===== config.mk =====
export PLATFORM = sky130hd
export DESIGN_NAME = quadrature_encoder_detent_decoder
export DESIGN_NICKNAME = d
export VERILOG_FILES = /design/src/rtl/qedd_pkg.sv /design/src/rtl/qedd_state.sv /design/src/rtl/qedd_update.sv /design/src/rtl/quadrature_encoder_detent_decoder.sv
export VERILOG_INCLUDE_DIRS = /design/src /design/src/rtl
export SDC_FILE = /design/constraint.sdc
export NUM_CORES = 1
export LEC_CHECK = 0
export BUFFER_PORTS_ARGS = -buffer_cell sky130_fd_sc_hd__buf_2
export CORE_ASPECT_RATIO = 0.75
export CORE_UTILIZATION = 46
export DETAILED_ROUTE_END_ITERATION = 10
export PLACE_DENSITY = 0.73
export SLEW_MARGIN = 20
export SYNTH_ARGS = -nofsm -noshare
export SYNTH_HDL_FRONTEND = slang
export SYNTH_SLANG_ARGS = --single-unit

===== constraint.sdc =====
create_clock -name clk_i -period 4.9 [get_ports clk_i]
set_input_delay 1.225 -clock clk_i [delete_from_list [all_inputs] [get_ports clk_i]]
set_output_delay 1.225 -clock clk_i [all_outputs]
set_load 0.005 [all_outputs]

===== src/rtl/quadrature_encoder_detent_decoder_macros.svh =====
// ----------------------------------------------------------------------------
// Quadrature encoder detent decoder assertion macros
// Concurrent assertion wrappers, empty when SYNTH is defined.
// ----------------------------------------------------------------------------
`ifndef QUADRATURE_ENCODER_DETENT_DECODER_MACROS_SVH
`define QUADRATURE_ENCODER_DETENT_DECODER_MACROS_SVH
`ifndef SYNTH
// checked on every clock edge outside reset
`define QEDD_ASSERT(lbl, prop, msg) \
  lbl: assert property (@(posedge clk_i) disable iff (!rst_ni) prop) else $error(msg);
// checked on every clock edge, reset included
`define QEDD_ASSERT_ALWAYS(lbl, prop, msg) \
  lbl: assert property (@(posedge clk_i) prop) else $error(msg);
`else
`define QEDD_ASSERT(lbl, prop, msg)
`define QEDD_ASSERT_ALWAYS(lbl, prop, msg)
`endif
`endif


===== src/rtl/qedd_pkg.sv =====
// ----------------------------------------------------------------------------
// qedd_pkg
// Shared types, constants and the transition step table of the decoder.
// ----------------------------------------------------------------------------
`timescale 1ns / 1ps

package qedd_pkg;

  localparam int unsigned ENCODER_COUNT_DEF = 8;

  localparam int unsigned EncW    = 3;
  localparam int unsigned PhaseW  = 2;
  localparam int unsigned CountW  = 8;
  localparam int unsigned ResW    = 7;
  localparam int unsigned CfgAddrW = 2;
  localparam int unsigned CfgDataW = 7;

  localparam logic [ResW-1:0] ResolutionRst = ResW'(4);

  typedef enum logic [CfgAddrW-1:0] {
    RegResolution = 2'd0,
    RegRestMode   = 2'd1,
    RegRestPhase  = 2'd2,
    RegReverse    = 2'd3
  } cfg_reg_e;

  // per-encoder stored state
  typedef struct packed {
    logic [PhaseW-1:0]        phase;
    logic signed [CountW-1:0] count;
  } enc_state_t;

  // register file as seen by the update logic
  typedef struct packed {
    logic [ResW-1:0]   resolution;
    logic              rest_mode;
    logic [PhaseW-1:0] rest_phase;
    logic              reverse;
  } cfg_t;

  // {old phase, new phase} -> -1, 0, +1
  localparam logic signed [1:0] StepTable [16] = '{
    2'sd0, -2'sd1, 2'sd1, 2'sd0, 2'sd1, 2'sd0, 2'sd0, -2'sd1,
    -2'sd1, 2'sd0, 2'sd0, 2'sd1, 2'sd0, 2'sd1, -2'sd1, 2'sd0
  };

endpackage


===== src/rtl/qedd_state.sv =====
// ----------------------------------------------------------------------------
// qedd_state
// Per-encoder phase and pulse count registers, one write and one read port.
// ----------------------------------------------------------------------------
`timescale 1ns / 1ps

module qedd_state #(
  parameter int unsigned ENCODER_COUNT = qedd_pkg::ENCODER_COUNT_DEF,
  parameter int unsigned IdxW = 1
) (
  input  logic                  clk_i,
  input  logic                  rst_ni,
  input  logic                  clr_i,     // clear all counts, phases kept
  input  logic                  wr_en_i,
  input  logic [IdxW-1:0]       wr_idx_i,
  input  qedd_pkg::enc_state_t  wr_st_i,
  input  logic [IdxW-1:0]       rd_idx_i,
  output qedd_pkg::enc_state_t  rd_st_o
);

  qedd_pkg::enc_state_t st_q [ENCODER_COUNT];

  always_ff @(posedge clk_i or negedge rst_ni) begin
    if (!rst_ni) begin
      for (int i = 0; i < ENCODER_COUNT; i++) begin
        st_q[i] <= '0;
      end
    end else if (clr_i) begin
      for (int i = 0; i < ENCODER_COUNT; i++) begin
        st_q[i].count <= '0;
      end
    end else if (wr_en_i) begin
      st_q[wr_idx_i] <= wr_st_i;
    end
  end

  assign rd_st_o = st_q[rd_idx_i];

endmodule


===== src/rtl/qedd_update.sv =====
// ----------------------------------------------------------------------------
// qedd_update
// Step lookup, count update and detent decision for one pin sample.
// ----------------------------------------------------------------------------
`timescale 1ns / 1ps

module qedd_update (
  input  logic [qedd_pkg::PhaseW-1:0] phase_i,
  input  qedd_pkg::enc_state_t        st_i,
  input  qedd_pkg::cfg_t              cfg_i,
  output qedd_pkg::enc_state_t        st_o,
  output logic                        moved_o,     // phase changed
  output logic                        event_valid_o,
  output logic                        cw_o
);

  localparam int unsigned SumW = qedd_pkg::CountW + 1;

  logic [3:0]               code;
  logic signed [SumW-1:0]   step;
  logic signed [SumW-1:0]   sum;
  logic signed [SumW-1:0]   res_s;
  logic signed [SumW-1:0]   next;
  logic [qedd_pkg::ResW-1:0] res_eff;
  logic                     ge;
  logic                     le;
  logic                     hit;
  logic                     pos;
  logic                     neg;

  always_comb begin
    moved_o = (phase_i != st_i.phase);
    code    = {st_i.phase, phase_i};
    step    = SumW'(qedd_pkg::StepTable[code]);
    sum     = SumW'(st_i.count) + step;
    // zero resolution acts as one
    res_eff = (cfg_i.resolution == '0) ? qedd_pkg::ResW'(1) : cfg_i.resolution;
    res_s   = $signed({2'b00, res_eff});
    ge      = (sum >= res_s);
    le      = (sum <= -res_s);
    if (cfg_i.rest_mode) begin
      hit  = ge || le || (phase_i == cfg_i.rest_phase);
      pos  = hit && (sum > 0);
      neg  = hit && (sum < 0);
      next = hit ? '0 : sum;
    end else begin
      hit  = ge || le;
      pos  = ge;
      neg  = le;
      // count stays within +-resolution, so one subtract is the remainder
      if (ge) begin
        next = sum - res_s;
      end else if (le) begin
        next = sum + res_s;
      end else begin
        next = sum;
      end
    end
    st_o.phase    = phase_i;
    st_o.count    = qedd_pkg::CountW'(next);
    event_valid_o = moved_o && (pos || neg);
    cw_o          = event_valid_o && (neg ^ cfg_i.reverse);
  end

endmodule


===== src/rtl/quadrature_encoder_detent_decoder.sv =====
// ----------------------------------------------------------------------------
// quadrature_encoder_detent_decoder
// Detent decoder for up to ENCODER_COUNT quadrature rotary encoders.
// ----------------------------------------------------------------------------
// Usage:
//   s_axis carries one pin sample per word: encoder number, A level, B level.
//   m_axis returns exactly one word per sample: event flag, encoder number
//   and turn direction (direction is 0 when no detent is reported).
//   cfg_we_i/cfg_addr_i/cfg_wdata_i write resolution, rest mode enable,
//   rest phase and direction reversal; write them only while idle.
//   Writing resolution clears every pulse count, phases are kept.
// Pipeline: an accepted sample passes the input register, then the result
//   register, before it leaves on m_axis. Throughput: one word per cycle
//   while m_axis_tready is high; the per-encoder state is read and written
//   in the same cycle, so back-to-back samples of one encoder need no bypass.
// Reset: phases and counts zero, resolution 4, other registers zero, both
//   pipeline stages empty.
// Stall: while m_axis_tready is low the result register holds; the input
//   register still fills, after which s_axis_tready drops.
// ----------------------------------------------------------------------------
`timescale 1ns / 1ps
`include "quadrature_encoder_detent_decoder_macros.svh"

module quadrature_encoder_detent_decoder #(
  parameter int unsigned ENCODER_COUNT = qedd_pkg::ENCODER_COUNT_DEF
) (
  input  logic                           clk_i,
  input  logic                           rst_ni,
  // sample stream
  input  logic                           s_axis_tvalid,
  output logic                           s_axis_tready,
  input  logic [7:0]                     s_axis_tdata,  // [2:0] encoder_number, [3] phase_a,
                                                        // [4] phase_b, [7:5] zero
  // event stream
  output logic                           m_axis_tvalid,
  input  logic                           m_axis_tready,
  output logic [7:0]                     m_axis_tdata,  // [0] event_valid, [3:1] event_encoder,
                                                        // [4] turn_clockwise, [7:5] zero
  // register write port
  input  logic                           cfg_we_i,
  input  logic [qedd_pkg::CfgAddrW-1:0]  cfg_addr_i,
  input  logic [qedd_pkg::CfgDataW-1:0]  cfg_wdata_i
);

  localparam int unsigned IdxW = (ENCODER_COUNT > 1) ? $clog2(ENCODER_COUNT) : 1;

  // --- register file --------------------------------------------------------
  qedd_pkg::cfg_t     cfg_q;
  qedd_pkg::cfg_reg_e cfg_sel;
  logic               clr_counts;

  assign cfg_sel    = qedd_pkg::cfg_reg_e'(cfg_addr_i);
  assign clr_counts = cfg_we_i && (cfg_sel == qedd_pkg::RegResolution);

  always_ff @(posedge clk_i or negedge rst_ni) begin
    if (!rst_ni) begin
      cfg_q.resolution <= qedd_pkg::ResolutionRst;
      cfg_q.rest_mode  <= 1'b0;
      cfg_q.rest_phase <= '0;
      cfg_q.reverse    <= 1'b0;
    end else if (cfg_we_i) begin
      unique case (cfg_sel)
        qedd_pkg::RegResolution: cfg_q.resolution <= cfg_wdata_i[qedd_pkg::ResW-1:0];
        qedd_pkg::RegRestMode:   cfg_q.rest_mode  <= cfg_wdata_i[0];
        qedd_pkg::RegRestPhase:  cfg_q.rest_phase <= cfg_wdata_i[qedd_pkg::PhaseW-1:0];
        qedd_pkg::RegReverse:    cfg_q.reverse    <= cfg_wdata_i[0];
        default: ;
      endcase
    end
  end

  // --- pipeline control -----------------------------------------------------
  logic in_v_q;
  logic out_v_q;
  logic out_adv;   // result register can take a new word
  logic upd_fire;  // input word moves into the result register
  logic in_fire;

  assign out_adv       = !out_v_q || m_axis_tready;
  assign upd_fire      = in_v_q && out_adv;
  assign s_axis_tready = !in_v_q || out_adv;
  assign in_fire       = s_axis_tvalid && s_axis_tready;

  always_ff @(posedge clk_i or negedge rst_ni) begin
    if (!rst_ni) begin
      in_v_q  <= 1'b0;
      out_v_q <= 1'b0;
    end else begin
      if (s_axis_tready) begin
        in_v_q <= s_axis_tvalid;
      end
      if (out_adv) begin
        out_v_q <= in_v_q;
      end
    end
  end

  // --- input register -------------------------------------------------------
  logic [qedd_pkg::EncW-1:0]   in_enc_q;
  logic [qedd_pkg::PhaseW-1:0] in_phase_q;

  always_ff @(posedge clk_i) begin
    if (in_fire) begin
      in_enc_q   <= s_axis_tdata[2:0];
      in_phase_q <= {s_axis_tdata[4], s_axis_tdata[3]};  // B is phase bit 1
    end
  end

  // --- state and update -----------------------------------------------------
  logic                  in_range;
  logic [IdxW-1:0]       idx;
  qedd_pkg::enc_state_t  rd_st;
  qedd_pkg::enc_state_t  wr_st;
  logic                  moved;
  logic                  ev_raw;
  logic                  cw_raw;
  logic                  wr_en;
  logic                  ev;
  logic                  cw;

  // out-of-range encoder numbers leave state alone and report nothing
  assign in_range = (int'(in_enc_q) < int'(ENCODER_COUNT));
  assign idx      = IdxW'(in_enc_q);
  assign wr_en    = upd_fire && in_range && moved;
  assign ev       = in_range && ev_raw;
  assign cw       = in_range && cw_raw;

  qedd_state #(
    .ENCODER_COUNT (ENCODER_COUNT),
    .IdxW          (IdxW)
  ) u_state (
    .clk_i    (clk_i),
    .rst_ni   (rst_ni),
    .clr_i    (clr_counts),
    .wr_en_i  (wr_en),
    .wr_idx_i (idx),
    .wr_st_i  (wr_st),
    .rd_idx_i (idx),
    .rd_st_o  (rd_st)
  );

  qedd_update u_update (
    .phase_i       (in_phase_q),
    .st_i          (rd_st),
    .cfg_i         (cfg_q),
    .st_o          (wr_st),
    .moved_o       (moved),
    .event_valid_o (ev_raw),
    .cw_o          (cw_raw)
  );

  // --- result register ------------------------------------------------------
  logic                      out_ev_q;
  logic [qedd_pkg::EncW-1:0] out_enc_q;
  logic                      out_cw_q;

  always_ff @(posedge clk_i) begin
    if (upd_fire) begin
      out_ev_q  <= ev;
      out_enc_q <= in_enc_q;
      out_cw_q  <= cw;
    end
  end

  assign m_axis_tvalid = out_v_q;
  assign m_axis_tdata  = {3'b000, out_cw_q, out_enc_q, out_ev_q};

  // --- assertions -----------------------------------------------------------
  // a zero resolution acts as one, so the count is then always cleared
  `QEDD_ASSERT(a_cw_needs_event,
    out_v_q && !out_ev_q |-> !out_cw_q,
    "direction set without a detent event")
  `QEDD_ASSERT(a_count_bounded,
    wr_en && !cfg_q.rest_mode |-> (wr_st.count == '0) || (wr_st.count < $signed({1'b0, cfg_q.resolution})),
    "normal-mode count left at or above resolution")
  `QEDD_ASSERT(a_result_from_input,
    out_v_q && !$past(out_v_q) |-> $past(in_v_q),
    "result word appeared without an input word")
  `QEDD_ASSERT_ALWAYS(a_reset_empty,
    !rst_ni |-> !m_axis_tvalid,
    "result valid during reset")

endmodule

==> results.toml <==
[logic_synthesis]
yosys_warnings = 0
synthTopCellsByArea = "dfrtp_1 (35%), ha_1 (6.5%), edfxtp_1 (4.6%), o21ai_0 (3.7%), mux4_2 (3.1%)"
syn_area_um2 = 6580
synth-xor-area-share_pct = 3.18
synthTopCellsByCount = "dfrtp_1 (92), nand2_1 (53), o21ai_0 (48)"
yosysUniqueCellTypes = 83
synth_top_family_by_area = "compound AO/OA/AOI/OAI gates"
synth-compound-area-share_pct = 20.2
avgSynthCellArea_um2 = 10.1
synth_area_leader_cell = "dfrtp_1"
synth.most_common_cell = "dfrtp_1"
synth-simple-area-share_pct = 15.6
async_flop_share_pct = 90.3
ys_seq_area_share_pct = 40.0
postSynthCellCount = 654
ys_seq_elements = 103
synth_edf_count = 10
synth_fa_ha_area_share_pct = 7.38
synthFlopType = "dfrtp_1"
synth.top_cell.area_share_pct = 35.0
synthMuxAreaShare_pct = 9.27

[sta]
hold_ws_ns = 0.483
setup_viol = 58
fin_ws_ns = -0.182
skew_ns = 0.0115
period_needed_ns = 5.08
rsz0062_at_grt = "true"
drv_slew = 0
finalCritPeriodShare_pct = 104
hold_viol_final = 0
relSlewSlack_pct = 42.8
clock.fmax_mhz = 197
tightest_slew_ns = 0.858
timing.setup.tns_ns = -5.95

[critical_path]
worst-path-stages = 21
crit_buf_inv = 4
cp-end-kind = "register"
crit_family = "compound AO/OA/AOI/OAI gates"
path_common_cell = "buf_4"
crit_end = "u_state.st_q[21]"
rrSetupSlack_ns = -0.18
arrival_ns = 5.32
r2r_end = "u_state.st_q[21]"
critPathMaxFanout = 7
crit_path_start = "idx[1]"
path_class = "reg2reg"
required_ns = 5.14
startpoint_type = "register"
slowest_stage = "mux4_2"
worstRegToRegCells = 21
r2r_start = "idx[1]"
path_cells = "mux4_2 > o21ai_4 > mux2_4 > nor2_4 > a21oi_4 > fa_2 > a21o_1 > a21oi_2 > xnor2_2 > ha_1 > and4b_1 > nand3_1 > o2111ai_2 > nor3_2 > buf_4 > a21o_4 > buf_4 > buf_4 > o311a_1 > buf_4 > a32o_1"
critPathMaxStageDelay_ns = 0.56

[die]
initial_core_util_pct = 47.5
die_area_um2 = 14800
io-pin-count = 32
die_h_um = 106
core-area_um2 = 13800
dieWidth_um = 140
rows = 37

[grt]
grt_pass1_wl_um = 31000
grt_max_degree = 65
grt.total_usage_pct = 27.3
overflow = 0
antenna_found_initial = 1
grt_pass1_vias = 5914

[cells_and_area]
antennaDiodeCount = 0
nets = 828
final_util_pct = 62.0
regArea_um2 = 2630
syn2layout_area_growth_pct = 30.5
drive_above_1_share_pct = 40.3
num-fill-cells = 1055
multi_input_area_um2 = 4270
stdcell_count = 949

[clock_network]
tritoncts = "built"
clock_sinks = 103
root_buffer = "clkbuf_16"
cts_made_buffers = 9
clk_pin_slew_ns = 0.08
clock_tree.htree_level_count = 3
clock_path_buffers = 2
hold_buffers = 0
insertion_delay_ns = 0.36

[placed_design]
globalplace.congestion = 0.926
dp_hpwl_um = 13700
port_buffers = 25
dp.cells = 912

[worst_hold_path]
hp-start = "in_v_q"
hp-class = "reg2reg"

[detailed_routing]
vias = 5766
drc = 0
wire_per_inst_um = 20.3
wl_um = 19300
dr.pass1.iters = 5
ant_nets = 0
drt-initial-drc-count = 507
viasPerCell = 6.08

[outcome]
violations = "negative setup slack"
status = "finished with violations"

[power_and_ir_drop]
p_per_area_nw_per_um2 = 766
power.leakage_nw = 3.81
vdd_drop_max_v = 0.000400

[job]
max_cap_violations = 0
## cells in the final DEF (no fill, tap or decap), drive strengths merged, types with 9 or more instances in the layout
| master | instances |
|---|---|
| a21oi | 37 |
| a32o | 12 |
| buf | 141 |
| clkbuf | 9 |
| dfrtp | 92 |
| edfxtp | 10 |
| ha | 34 |
| inv | 28 |
| mux2 | 24 |
| mux2i | 11 |
| mux4 | 9 |
| nand2 | 61 |
| nand2b | 10 |
| nand3 | 34 |
| nor2 | 24 |
| nor2b | 9 |
| nor3 | 21 |
| o21ai | 55 |
| o22ai | 9 |
| o31ai | 15 |
| xnor2 | 17 |
## cells by family (layout without fill, tap and decap cells)
family | Yosys count | count (layout)
buffers and inverters | 64 | 181
adder cells (fa/ha/maj) | 37 | 37
AO/OA/AOI/OAI | 189 | 189
multiplexers | 44 | 44
flip-flops | 103 | 103
other | 1 | 4
XOR/XNOR | 23 | 23
AND/OR/NAND/NOR | 193 | 193
## per-layer routing
layer  vias to the layer above  GRT usage (%)  part of all wire [%]
met5                         -              0                 0.068
met4                         2           9.26                   2.2
met3                        33           7.13                   7.4
met2                       222           42.4                    45
met1                      2877           37.2                    45
li1                       2632              -                     -
## timing repair
action	4_1_cts	5_1_grt
resized for setup	89	40
buffers inserted	14	9
pin swaps	42	13
endpoints found under the setup margin	66	66
## area by class of cell
class	count	share of cell area (%)
timing repair buffer	141	12.4
inverter	24	1.05
multi-input combinational	490	49.7
clock buffer	9	2.62
clock inverter	7	1.01
sequential	103	30.6
tap	175	2.55
## sequential cells by signal, summed over array words and instances (netlist names)
signal	flops
u_state.st_q	80
in_v_q	1
in_phase_q	2
m_axis_tvalid	1
cfg_q	11
out_enc_q	3
out_cw_q	1
out_ev_q	1
idx	3
## worst min-delay path by stage
| stage | slack, ns | endpoint | cells past startpoint |
|---|---|---|---|
| floorplan | 0.42 | out_enc_q[0] | 0 |
| global placement | 0.45 | m_axis_tvalid | 1 |
| detailed placement | 0.47 | u_state.st_q[48] | 2 |
| CTS | 0.49 | m_axis_tvalid | 1 |
| global route | 0.52 | u_state.st_q[12] | 1 |
| finish | 0.48 | m_axis_tvalid | 1 |
## per-stage QoR
stage | area [um^2] | setup WS [ns] | power, mW
2_1_floorplan | 6650 | 0.00125 | 3.34
3_3_place_gp | 7530 | -0.448 | 4.64
3_5_place_dp | 7530 | -0.575 | 4.75
4_1_cts | 8300 | -0.115 | 6.10
5_1_grt | 8580 | -0.386 | 6.95
6_report | 8580 | -0.182 | 6.57
## where the power goes
group          internal (mW)  switching [mW]
combinational           2.20            2.33
sequential              1.11           0.169
clock                  0.408           0.358
total                   3.72            2.86
Power figures use the tool's default switching activity.
